`config.mk`:
```
export PLATFORM = sky130hd
export DESIGN_NAME = load_cell_adc_serial_reader
export DESIGN_NICKNAME = d
export VERILOG_FILES = /design/src/rtl/lcasr_pkg.sv /design/src/rtl/lcasr_window.sv /design/src/rtl/load_cell_adc_serial_reader.sv
export SDC_FILE = /design/constraint.sdc
export NUM_CORES = 1
export LEC_CHECK = 0
export BUFFER_PORTS_ARGS = -buffer_cell sky130_fd_sc_hd__buf_4
export CAP_MARGIN = 20
export CORE_MARGIN = 2
export CORE_UTILIZATION = 60
export DETAILED_ROUTE_END_ITERATION = 10
export GPL_TIMING_DRIVEN = 1
export PLACE_DENSITY = 0.86
export RECOVER_POWER = 25
export SLEW_MARGIN = 10
export SYNTH_ARGS = -nofsm -noshare
export SYNTH_HDL_FRONTEND = slang
export SYNTH_SLANG_ARGS = --single-unit
```
`constraint.sdc`:
```
create_clock -name aclk -period 12.32 [get_ports aclk]
set_input_delay 2.464 -clock aclk [delete_from_list [all_inputs] [get_ports aclk]]
set_output_delay 2.464 -clock aclk [all_outputs]
set_load 0.02 [all_outputs]
```
`src/rtl/lcasr_pkg.sv`:
```
`timescale 1ns / 1ps

package lcasr_pkg;

    // Default converter word width
    localparam int SAMPLE_BITS_DEF = 24;

    // Fixed field widths
    localparam int SAMPLE_W   = 24;
    localparam int GAIN_W     = 2;
    localparam int WCOUNT_W   = 16;
    localparam int TOL_W      = 25;
    localparam int CFG_IDX_W  = 2;
    localparam int CFG_DATA_W = 25;
    localparam int S_TDATA_W  = 8;
    localparam int M_TDATA_W  = 32;
    localparam int M_TUSER_W  = 3;

    // Register reset values
    localparam logic [GAIN_W-1:0]   GAIN_RST   = GAIN_W'(1);
    localparam logic [WCOUNT_W-1:0] WCOUNT_RST = WCOUNT_W'(10);
    localparam logic [TOL_W-1:0]    TOL_RST    = TOL_W'(300);

    // Register indexes
    typedef enum logic [CFG_IDX_W-1:0] {
        CFG_GAIN_PULSES  = 2'd0,
        CFG_WINDOW_COUNT = 2'd1,
        CFG_TOLERANCE    = 2'd2
    } cfg_index_t;

    // Serial link phase, one-hot
    typedef enum logic [4:0] {
        PH_IDLE       = 5'b00001,
        PH_SHIFT_HIGH = 5'b00010,
        PH_SHIFT_LOW  = 5'b00100,
        PH_PULSE_HIGH = 5'b01000,
        PH_PULSE_LOW  = 5'b10000
    } phase_t;

    // Window tracker status for the sample being emitted
    typedef struct packed {
        logic done;
        logic stable;
    } window_status_t;

endpackage

```
`src/rtl/lcasr_window.sv`:
```
`timescale 1ns / 1ps

module lcasr_window #(
    parameter int SAMPLE_BITS = lcasr_pkg::SAMPLE_BITS_DEF
) (
    input  logic                              aclk,
    input  logic                              aresetn,
    input  logic                              sample_en,
    input  logic signed [SAMPLE_BITS-1:0]     sample_value,
    input  logic [lcasr_pkg::WCOUNT_W-1:0]    window_count,
    input  logic [lcasr_pkg::TOL_W-1:0]       tolerance,
    output lcasr_pkg::window_status_t         status
);

    localparam int RANGE_W = SAMPLE_BITS + 1;
    localparam int CMP_W   = (RANGE_W > lcasr_pkg::TOL_W) ? RANGE_W : lcasr_pkg::TOL_W;

    logic signed [SAMPLE_BITS-1:0]        max_reg, max_next;
    logic signed [SAMPLE_BITS-1:0]        min_reg, min_next;
    logic [lcasr_pkg::WCOUNT_W-1:0]       fill_reg, fill_inc;
    logic [lcasr_pkg::WCOUNT_W-1:0]       need_win;
    logic signed [RANGE_W-1:0]            range_s;
    logic [RANGE_W-1:0]                   range_u;

    always_comb begin
        if (fill_reg == '0) begin
            max_next = sample_value;
            min_next = sample_value;
        end else begin
            max_next = (sample_value > max_reg) ? sample_value : max_reg;
            min_next = (sample_value < min_reg) ? sample_value : min_reg;
        end
        need_win = (window_count == '0) ? lcasr_pkg::WCOUNT_W'(1) : window_count;
        fill_inc = fill_reg + lcasr_pkg::WCOUNT_W'(1);
        // max never falls below min, so the difference is non-negative
        range_s  = RANGE_W'(max_next) - RANGE_W'(min_next);
        range_u  = range_s;
        status.done   = fill_inc >= need_win;
        status.stable = status.done && (CMP_W'(range_u) < CMP_W'(tolerance));
    end

    always_ff @(posedge aclk) begin
        if (!aresetn) begin
            fill_reg <= '0;
            max_reg  <= '0;
            min_reg  <= '0;
        end else if (sample_en) begin
            max_reg  <= max_next;
            min_reg  <= min_next;
            fill_reg <= status.done ? '0 : fill_inc;
        end
    end

endmodule

```
`src/rtl/load_cell_adc_serial_reader.sv`:
```
`timescale 1ns / 1ps

// Channel   | Ports                          | Fields (low bit up)
// ----------+--------------------------------+------------------------------------------
// input     | s_tvalid s_tready s_tdata[7:0] | data_line [0]
// result    | m_tvalid m_tready m_tdata[31:0]| clock_out [0], sample [24:1], zero pad
//           | m_tuser[2:0]                   | sample_valid [0], window_done [1], stable [2]
// config    | cfg_wr_en cfg_index cfg_wdata  | 0 gain_pulses, 1 window_count, 2 tolerance
//
// One tick request per cycle unless stalled; its result is in the output register next cycle.
// The rate is set by the single phase/window update path feeding that output register.
// The input side stalls only while the output register is full and m_tready is low.
// aresetn is synchronous, active low: link idle, window empty, registers at defaults.
// No memories, so no clearing pass after reset.

module load_cell_adc_serial_reader #(
    parameter int SAMPLE_BITS = lcasr_pkg::SAMPLE_BITS_DEF
) (
    input  logic                                aclk,
    input  logic                                aresetn,
    // input ticks
    input  logic                                s_tvalid,
    output logic                                s_tready,
    input  logic [lcasr_pkg::S_TDATA_W-1:0]     s_tdata,   // [0] data_line
    // results
    output logic                                m_tvalid,
    input  logic                                m_tready,
    output logic [lcasr_pkg::M_TDATA_W-1:0]     m_tdata,   // [0] clock_out, [24:1] sample
    output logic [lcasr_pkg::M_TUSER_W-1:0]     m_tuser,   // [0] valid, [1] done, [2] stable
    // configuration
    input  logic                                cfg_wr_en,
    input  logic [lcasr_pkg::CFG_IDX_W-1:0]     cfg_index,
    input  logic [lcasr_pkg::CFG_DATA_W-1:0]    cfg_wdata
);

    localparam int BCNT_W = $clog2(SAMPLE_BITS + 1);
    localparam int PAD_W  = lcasr_pkg::M_TDATA_W - lcasr_pkg::SAMPLE_W - 1;

    // configuration registers
    logic [lcasr_pkg::GAIN_W-1:0]   gain_reg;
    logic [lcasr_pkg::WCOUNT_W-1:0] wcount_reg;
    logic [lcasr_pkg::TOL_W-1:0]    tol_reg;

    // link state
    lcasr_pkg::phase_t              phase_reg, phase_next;
    logic [BCNT_W-1:0]              bcnt_reg, bcnt_next;
    logic [1:0]                     pcnt_reg, pcnt_next;
    logic [SAMPLE_BITS-1:0]         shift_reg, shift_next;

    // output register
    logic                           m_valid_reg;
    logic                           clk_out_reg, clk_out_next;
    logic                           svalid_reg, emit;
    logic [lcasr_pkg::SAMPLE_W-1:0] sample_reg, sample_ext;
    logic                           done_reg, stable_reg;

    logic                           tick;
    logic                           din;
    logic [1:0]                     need_pulses;
    lcasr_pkg::window_status_t      win_status;

    // output register frees up in the same cycle it drains
    assign s_tready = !m_valid_reg || m_tready;
    assign tick     = s_tvalid && s_tready;
    assign din      = s_tdata[0];

    // gain setting of zero behaves as one pulse
    assign need_pulses = (gain_reg == '0) ? 2'd1 : gain_reg;

    // low 24 bits of the sign-extended converter word
    for (genvar i = 0; i < lcasr_pkg::SAMPLE_W; i++) begin : g_ext
        if (i < SAMPLE_BITS) begin : g_bit
            assign sample_ext[i] = shift_reg[i];
        end else begin : g_sign
            assign sample_ext[i] = shift_reg[SAMPLE_BITS-1];
        end
    end

    // config writes
    always_ff @(posedge aclk) begin
        if (!aresetn) begin
            gain_reg   <= lcasr_pkg::GAIN_RST;
            wcount_reg <= lcasr_pkg::WCOUNT_RST;
            tol_reg    <= lcasr_pkg::TOL_RST;
        end else if (cfg_wr_en) begin
            unique case (cfg_index)
                lcasr_pkg::CFG_GAIN_PULSES:  gain_reg   <= cfg_wdata[lcasr_pkg::GAIN_W-1:0];
                lcasr_pkg::CFG_WINDOW_COUNT: wcount_reg <= cfg_wdata[lcasr_pkg::WCOUNT_W-1:0];
                lcasr_pkg::CFG_TOLERANCE:    tol_reg    <= cfg_wdata;
                default: ;
            endcase
        end
    end

    // per-tick link sequencing
    always_comb begin
        phase_next   = phase_reg;
        bcnt_next    = bcnt_reg;
        pcnt_next    = pcnt_reg;
        shift_next   = shift_reg;
        clk_out_next = 1'b0;
        emit         = 1'b0;
        unique case (phase_reg)
            lcasr_pkg::PH_IDLE: begin
                // data line low means a conversion is ready
                if (!din) begin
                    bcnt_next  = '0;
                    pcnt_next  = '0;
                    shift_next = '0;
                    phase_next = lcasr_pkg::PH_SHIFT_HIGH;
                end
            end
            lcasr_pkg::PH_SHIFT_HIGH: begin
                clk_out_next = 1'b1;
                shift_next   = {shift_reg[SAMPLE_BITS-2:0], din};
                bcnt_next    = bcnt_reg + BCNT_W'(1);
                phase_next   = lcasr_pkg::PH_SHIFT_LOW;
            end
            lcasr_pkg::PH_SHIFT_LOW: begin
                phase_next = (bcnt_reg >= BCNT_W'(SAMPLE_BITS)) ? lcasr_pkg::PH_PULSE_HIGH
                                                                : lcasr_pkg::PH_SHIFT_HIGH;
            end
            lcasr_pkg::PH_PULSE_HIGH: begin
                clk_out_next = 1'b1;
                pcnt_next    = pcnt_reg + 2'd1;
                phase_next   = lcasr_pkg::PH_PULSE_LOW;
            end
            lcasr_pkg::PH_PULSE_LOW: begin
                // gain is read live, so a mid-frame change takes effect here
                if (pcnt_reg >= need_pulses) begin
                    emit       = 1'b1;
                    phase_next = lcasr_pkg::PH_IDLE;
                end else begin
                    phase_next = lcasr_pkg::PH_PULSE_HIGH;
                end
            end
            default: phase_next = lcasr_pkg::PH_IDLE;
        endcase
    end

    lcasr_window #(
        .SAMPLE_BITS (SAMPLE_BITS)
    ) u_window (
        .aclk         (aclk),
        .aresetn      (aresetn),
        .sample_en    (tick && emit),
        .sample_value (shift_reg),
        .window_count (wcount_reg),
        .tolerance    (tol_reg),
        .status       (win_status)
    );

    always_ff @(posedge aclk) begin
        if (!aresetn) begin
            phase_reg <= lcasr_pkg::PH_IDLE;
            bcnt_reg  <= '0;
            pcnt_reg  <= '0;
            shift_reg <= '0;
        end else if (tick) begin
            phase_reg <= phase_next;
            bcnt_reg  <= bcnt_next;
            pcnt_reg  <= pcnt_next;
            shift_reg <= shift_next;
        end
    end

    always_ff @(posedge aclk) begin
        if (!aresetn) begin
            m_valid_reg <= 1'b0;
        end else if (tick) begin
            m_valid_reg <= 1'b1;
        end else if (m_tready) begin
            m_valid_reg <= 1'b0;
        end
    end

    // result payload; sample and flags are zero unless a sample is emitted
    always_ff @(posedge aclk) begin
        if (tick) begin
            clk_out_reg <= clk_out_next;
            svalid_reg  <= emit;
            sample_reg  <= emit ? sample_ext : '0;
            done_reg    <= emit && win_status.done;
            stable_reg  <= emit && win_status.stable;
        end
    end

    assign m_tvalid = m_valid_reg;
    assign m_tdata  = {{PAD_W{1'b0}}, sample_reg, clk_out_reg};
    assign m_tuser  = {stable_reg, done_reg, svalid_reg};

endmodule
```
# ---- Yosys cells after proc, flatten, opt, wreduce, memory -nomap -nowiden
# Index checks and enable logic that the tools add are counted.
dict set report op_classes {
  addsub 4
  n_lt_le_gt_ge 6
  n_eq_ne 8
  muxes 22
  n_reduce_logical 21
}
# op n
set ops {}
lappend ops {{24-bit 2-to-1 mux} 5}
lappend ops {{24-bit case mux with 2 select lines} 1}
lappend ops {{16-bit zero test} 2}
lappend ops {{16-bit 2-to-1 mux} 2}
lappend ops {{25-bit less-than comparator} 1}
lappend ops {{5-bit case mux with 5 select lines} 1}
lappend ops {{24-bit by 24-bit subtractor with 25-bit output} 1}
lappend ops {{24-bit greater-than comparator} 1}
lappend ops {{24-bit less-than comparator} 1}
lappend ops {{16-bit by 1-bit adder with 16-bit output (second input constant)} 1}
lappend ops {{16-bit >= comparator} 1}
lappend ops {{5-bit 2-to-1 mux} 2}
lappend ops {{5-bit case mux with 2 select lines} 1}
lappend ops {{4-bit 2-to-1 mux} 2}
lappend ops {{2-bit AND reduction} 4}
lappend ops {{3-bit AND reduction} 2}
lappend ops {{2-bit nonzero test} 3}
lappend ops {{5-bit by 1-bit adder with 5-bit output (second input constant)} 1}
lappend ops {{5-bit by 1-bit == test with 1-bit output (second input constant)} 1}
lappend ops {{5-bit by 2-bit == test with 1-bit output (second input constant)} 1}
lappend ops {{5-bit by 3-bit == test with 1-bit output (second input constant)} 1}
lappend ops {{5-bit by 4-bit == test with 1-bit output (second input constant)} 1}
lappend ops {{5-bit == test (second input constant)} 1}
lappend ops {{5-bit >= comparator (second input constant)} 1}
lappend ops {{13 further kinds} 23}
dict set report totals {
  ff_bits 172
  in_bits 40
  output_inout_bits 37
}

# ---- Longest topological paths before layout
dict set report logic_depth {
  depth_word 7
  ltp_mapped 36
  mapped_depth_nobuf 33
}

# ---- Cells and area by module
# A second synthesis with hierarchy kept.
dict set report hier_totals {
  hier_cells 1257
  hier_area_um2 10780.3
}
# mod n_inst cells_per_inst area_each_um2 seq_area_each_um2
set by_module_without_submodules {}
lappend by_module_without_submodules {lcasr_window 1 835 6511.2 1281.2}
lappend by_module_without_submodules {load_cell_adc_serial_reader 1 422 4269.1 2442.3}

# ---- Least setup slack after synthesis
# OpenSTA, ideal clock, no wires.
dict set report synth_timing {
  path_type {reg-to-reg}
  from {register shift_reg[23] (netlist: sample_ext[23])}
  to {register stable_reg, data pin}
  setup_time_ns 0.167
  arrival_time_ns 6.122
  required_time_ns 12.153
  setup_slack_ns 6.031
  stages_incl_launch_ff 34
  cell_sequence {dfxtp_1 -> ha_1 -> and4_4 -> and2_1 -> a221o_1 -> nor4_1 -> o21ai_1 -> clkbuf_1 -> nand2_1 -> a21boi_0 -> inv_1 -> ha_1 -> nor2b_1 -> o21a_1 -> o21ai_0 -> a21oi_1 -> o311ai_0 -> a22oi_1 -> nand3_1 -> o21ai_0 -> a31oi_1 -> xnor2_1 -> ha_1 -> nor2b_1 -> o21ai_0 -> nand2b_1 -> a21oi_1 -> nor2b_1 -> o21ai_0 -> nand2b_1 -> a21oi_1 -> o31ai_1 -> a21o_1 -> a211oi_1}
}
dict set report synth_via {
  elab_chain_cells 7
}
# element line_no
set synth_lines {}
lappend synth_lines {{start, declared} load_cell_adc_serial_reader.sv:48} ;# logic [SAMPLE_BITS-1:0] shift_reg, shift_next;
lappend synth_lines {{start signal, assigned} load_cell_adc_serial_reader.sv:163} ;# shift_reg <= shift_next;
lappend synth_lines {{24-bit greater-than comparator} lcasr_window.sv:30} ;# max_next = (sample_value > max_reg) ? sample_value : max_reg;
lappend synth_lines {{24-bit 2-to-1 mux} lcasr_window.sv:30}
lappend synth_lines {{24-bit 2-to-1 mux} lcasr_window.sv:26} ;# if (fill_reg == '0) begin
lappend synth_lines {{net u_window.max_next[1]} lcasr_window.sv:18} ;# logic signed [SAMPLE_BITS-1:0] max_reg, max_next;
lappend synth_lines {{24-bit by 24-bit subtractor with 25-bit output} lcasr_window.sv:36} ;# range_s = RANGE_W'(max_next) - RANGE_W'(min_next);
lappend synth_lines {{25-bit less-than comparator} lcasr_window.sv:39} ;# status.stable = status.done && (CMP_W'(range_u) < CMP_W'(tolerance));
lappend synth_lines {{1-bit logical AND} lcasr_window.sv:39}
lappend synth_lines {{1-bit logical AND} load_cell_adc_serial_reader.sv:184} ;# stable_reg <= emit && win_status.stable;
lappend synth_lines {{end signal, assigned} load_cell_adc_serial_reader.sv:184}
lappend synth_lines {{end, declared} load_cell_adc_serial_reader.sv:55} ;# logic done_reg, stable_reg;
# The timed path passes the listed nets, and every way through them passes these cells.
# A chain may end at the register's enable or synchronous reset.

# ---- Worst setup path in the final report
dict set report layout_timing {
  from {register shift_reg[22] (netlist: sample_ext[22])}
  to {register stable_reg, data pin}
}
# Same word-level chain as after synthesis.

==> impl_metrics.csv <==
group,metric,value,unit
pwr,p_total,1190,µW
status,status,"finished, violations left",
status,violations,"capacitance limit, slew limit",
route,routedWlPerCell,16.8,µm
global_route,grt_overflow_total,0,
cts,post_cts_buffers,0,
floorplanning,die_h,141,µm
logic_synthesis,synth.largest_area_cell,"dfxtp_1",
global_route,grt.total_usage,28.5,%
cts,ctsHoldBuffers,0,
global_route,antenna_found_initial,0,
pwr,ir_worst_vdd,0.0828,mV
setup_path,cp.depth,32,
sta,slew_headroom,-83.6,%
logic_synthesis,syn-mean-instance-area,8.11,µm²
cts,numCtsBuffers,17,
setup_path,critical_path.max_stage_delay,0.90,ns
logic_synthesis,yosys.area.top_type_share,25.5,%
logic_synthesis,synthesis.area,0.0113,mm²
sta,hold_viol_final,0,
setup_path,r2r_cells,32,
logic_synthesis,synth-edff-count,28,
pwr,p_comb_share,6.2,%
global_route,grt_pass1_vias,9582,
pwr,leakage,0.00521,µW
setup_path,cp_max_fo,8,
run,drv_cap,1,
floorplanning,rows,50,
cts,clkLatencyLatePin,0.45,ns
cts,cts_resized,0,
global_route,grt_pass1_wl,46200,µm
sta,rsz0062_at_grt,"false",
setup_path,crit_path_end_kind,"register",
logic_synthesis,ys_types,80,
sta,skew,0.0112,ns
min_path,whs_path_depth,2,
logic_synthesis,synth_commonest_cells,"254 x nand2_1, 144 x dfxtp_1, 115 x ha_1, 103 x inv_1, 94 x a21boi_0",
cts,cts_sinks,172,
cts,clk_pin_slew,0.07,ns
pwr,pwr-share-clk,44.6,%
setup_path,worst-setup-path-type,"register to register",
pwr,powerDensity,95.7,mW/mm²
pwr,seqPwrFrac,49.3,%
layout,drive_gt1_share,9.17,%
route,vias_per_cell,6.02,
min_path,hold_class,"register to register",
floorplanning,die_w,141,µm
setup_path,cp.required,12.58,ns
logic_synthesis,async_flop_share,0,%
sta,tightest_slew,2.75,ns
route,first_iter_violations,921,
placed_design,dpl-instance-area,0.0118,mm²
pwr,power.switching,310,µW
setup_path,cp-start-kind,"register",
setup_path,worst-path-buf-inv,1,
pwr,intPower,878,µW
logic_synthesis,synthFlopType,"dfxtp_1",
floorplanning,ios,77,
logic_synthesis,synth_seq_area_share,33.0,%
route,first_pass_iters,5,
floorplanning,die-area,0.0199,mm²
setup_path,critPathTopFamily,"compound AO/OA/AOI/OAI gates",
sta,setup_viol,0,
sta,min_period_over_period,59.8,%
placed_design,routabilityCongestion,0.902,
logic_synthesis,ys_ff_latch,172,
placed_design,numPortBuffers,62,
sta,final_max_slew_viol_count,73,
pwr,swShare,26.1,%
setup_path,crit_arrival,7.62,ns
placed_design,dp_hpwl,19300,µm
cts,cts-root-buf,"clkbuf_16",
floorplanning,core-area,0.0186,mm²
route,wl,27900,µm
layout,antenna_cells,0,
global_route,grt_start_max_net_pins,73,
layout,largest_reg_flops,25,
layout,finalNetCount,1572,
setup_path,path_common_cell,"o21ai_0",
route,via_count,10000,
layout,fin_area,0.0124,mm²
logic_synthesis,ys_top_cells_by_area,"dfxtp_1 26%, ha_1 13%, nand2_1 8.4%",
layout,syn_to_final_growth,10.0,%
logic_synthesis,syn_inst,1391,
logic_synthesis,yosysMostFrequentCell,"nand2_1",
setup_path,cp_slowest_cell,"nor4_1",
floorplanning,initial_utilization,60.7,%
logic_synthesis,ys_warn_count,0,
route,detail-route-antenna-nets,0,
sta,fmax,136,MHz
sta,fin_crit,7.36,ns
cts,h-tree-depth,4,
sta,fin_setup_tns,0,ns
route,drc_errors,0,
cts,cts_tree,"yes",
cts,cts_buffer_depth,2,
[metrics by stage]
step / cells / setup WS, ns / util [%] / hold slack [ns]
floorplan: 1397 / 6.03 / - / 0.429
global placement: 1629 / 5.25 / 63.7 / 0.445
detailed placement: 1629 / 5.12 / 63.7 / 0.456
CTS: 1661 / 5.02 / 66.8 / 0.469
global route: 1663 / 4.36 / 66.8 / 0.489
finish: 1663 / 4.96 / 66.8 / 0.469
[path summary, 6_finish.rpt]
| kind | startpoint | endpoint | slack [ns] |
|---|---|---|---|
| setup / recovery | sample_ext[22]$_SDFFE_PN0P_ | stable_reg$_DFFE_PP_ | 4.96 |
| hold / removal | tol_reg[18]$_SDFFE_PN0P_ | tol_reg[18]$_SDFFE_PN0P_ | 0.47 |
| hold reg to reg | tol_reg[18]$_SDFFE_PN0P_ | tol_reg[18]$_SDFFE_PN0P_ | 0.47 |
| setup reg to reg | sample_ext[22]$_SDFFE_PN0P_ | stable_reg$_DFFE_PP_ | 4.96 |
[worst reg2reg max path, delay by kind of cell, from the launching register on]
| family | cells | cell delay [ns] |
|---|---|---|
| AND/OR/NAND/NOR | 10 | 2.02 |
| buffers and inverters | 1 | 0.08 |
| flip-flops | 1 | 0.54 |
| XOR/XNOR | 1 | 0.19 |
| AO/OA/AOI/OAI | 17 | 3.51 |
| adder cells (fa/ha/maj) | 3 | 0.85 |
[layout by cell type (no fill, tap or decap), drive strengths merged, types with 6 or more instances in the layout]
master	netlist	layout
buf	17	69
or2	9	9
inv	103	110
a22o	6	6
a21o	20	20
ha	115	115
xnor2	23	23
edfxtp	28	28
nand4	14	14
nand2	254	254
nor2b	21	21
nand2b	19	19
or3	6	6
xor2	18	18
nand3	49	49
nor3	18	18
and4	6	6
a21oi	80	80
o21a	12	12
clkbuf	58	23
and3	16	16
nor4	10	10
o21ai	69	69
a21boi	94	94
and2	24	24
conb	1	7
o211ai	10	10
nor2	58	58
clkinv	1	6
o211a	21	21
dfxtp	144	144
[logic make-up after synthesis]
| kind of cell | count (synthesis) | share of synthesized area (%) |
|---|---|---|
| compound gates | 361 | 22.6 |
| xor+xnor | 41 | 3.25 |
| fa+ha+maj | 117 | 13.0 |
| buf+inv | 179 | 6.33 |
| flops | 172 | 33.0 |
| mux | 6 | 0.554 |
| other cells | 1 | 0.0332 |
| simple gates | 514 | 21.2 |
[per-layer routing]
metal | vias to the layer above | part of all wire (%) | GRT usage, %
li1 | 4875 | - | -
met3 | 64 | 5.3 | 4.45
met5 | - | 0 | 0
met1 | 4720 | 43 | 36.0
met2 | 352 | 49 | 48.4
met4 | 0 | 2.9 | 11.8
[layout make-up]
class / count / area (µm²)
Inverter: 104 / 390
Clock inverter: 15 / 153
Multi-Input combinational cell: 1046 / 6880
Timing Repair Buffer: 75 / 548
Tap cell: 234 / 293
Sequential cell: 172 / 3720
Clock buffer: 17 / 425
Fill cell: 1521 / 6160
[power by group through the flow]
| stage | registers, µW | logic [µW] | clock network (µW) |
|---|---|---|---|
| final | 585 | 73.2 | 529 |
| after global routing | 586 | 80.5 | 558 |
| after CTS | 585 | 72.3 | 534 |
| after detailed placement | 598 | 71.7 | 0 |
| after global placement | 598 | 70.0 | 0 |
| after floorplan | 602 | 41.1 | 0 |
(Power assumes the default switching activity.)
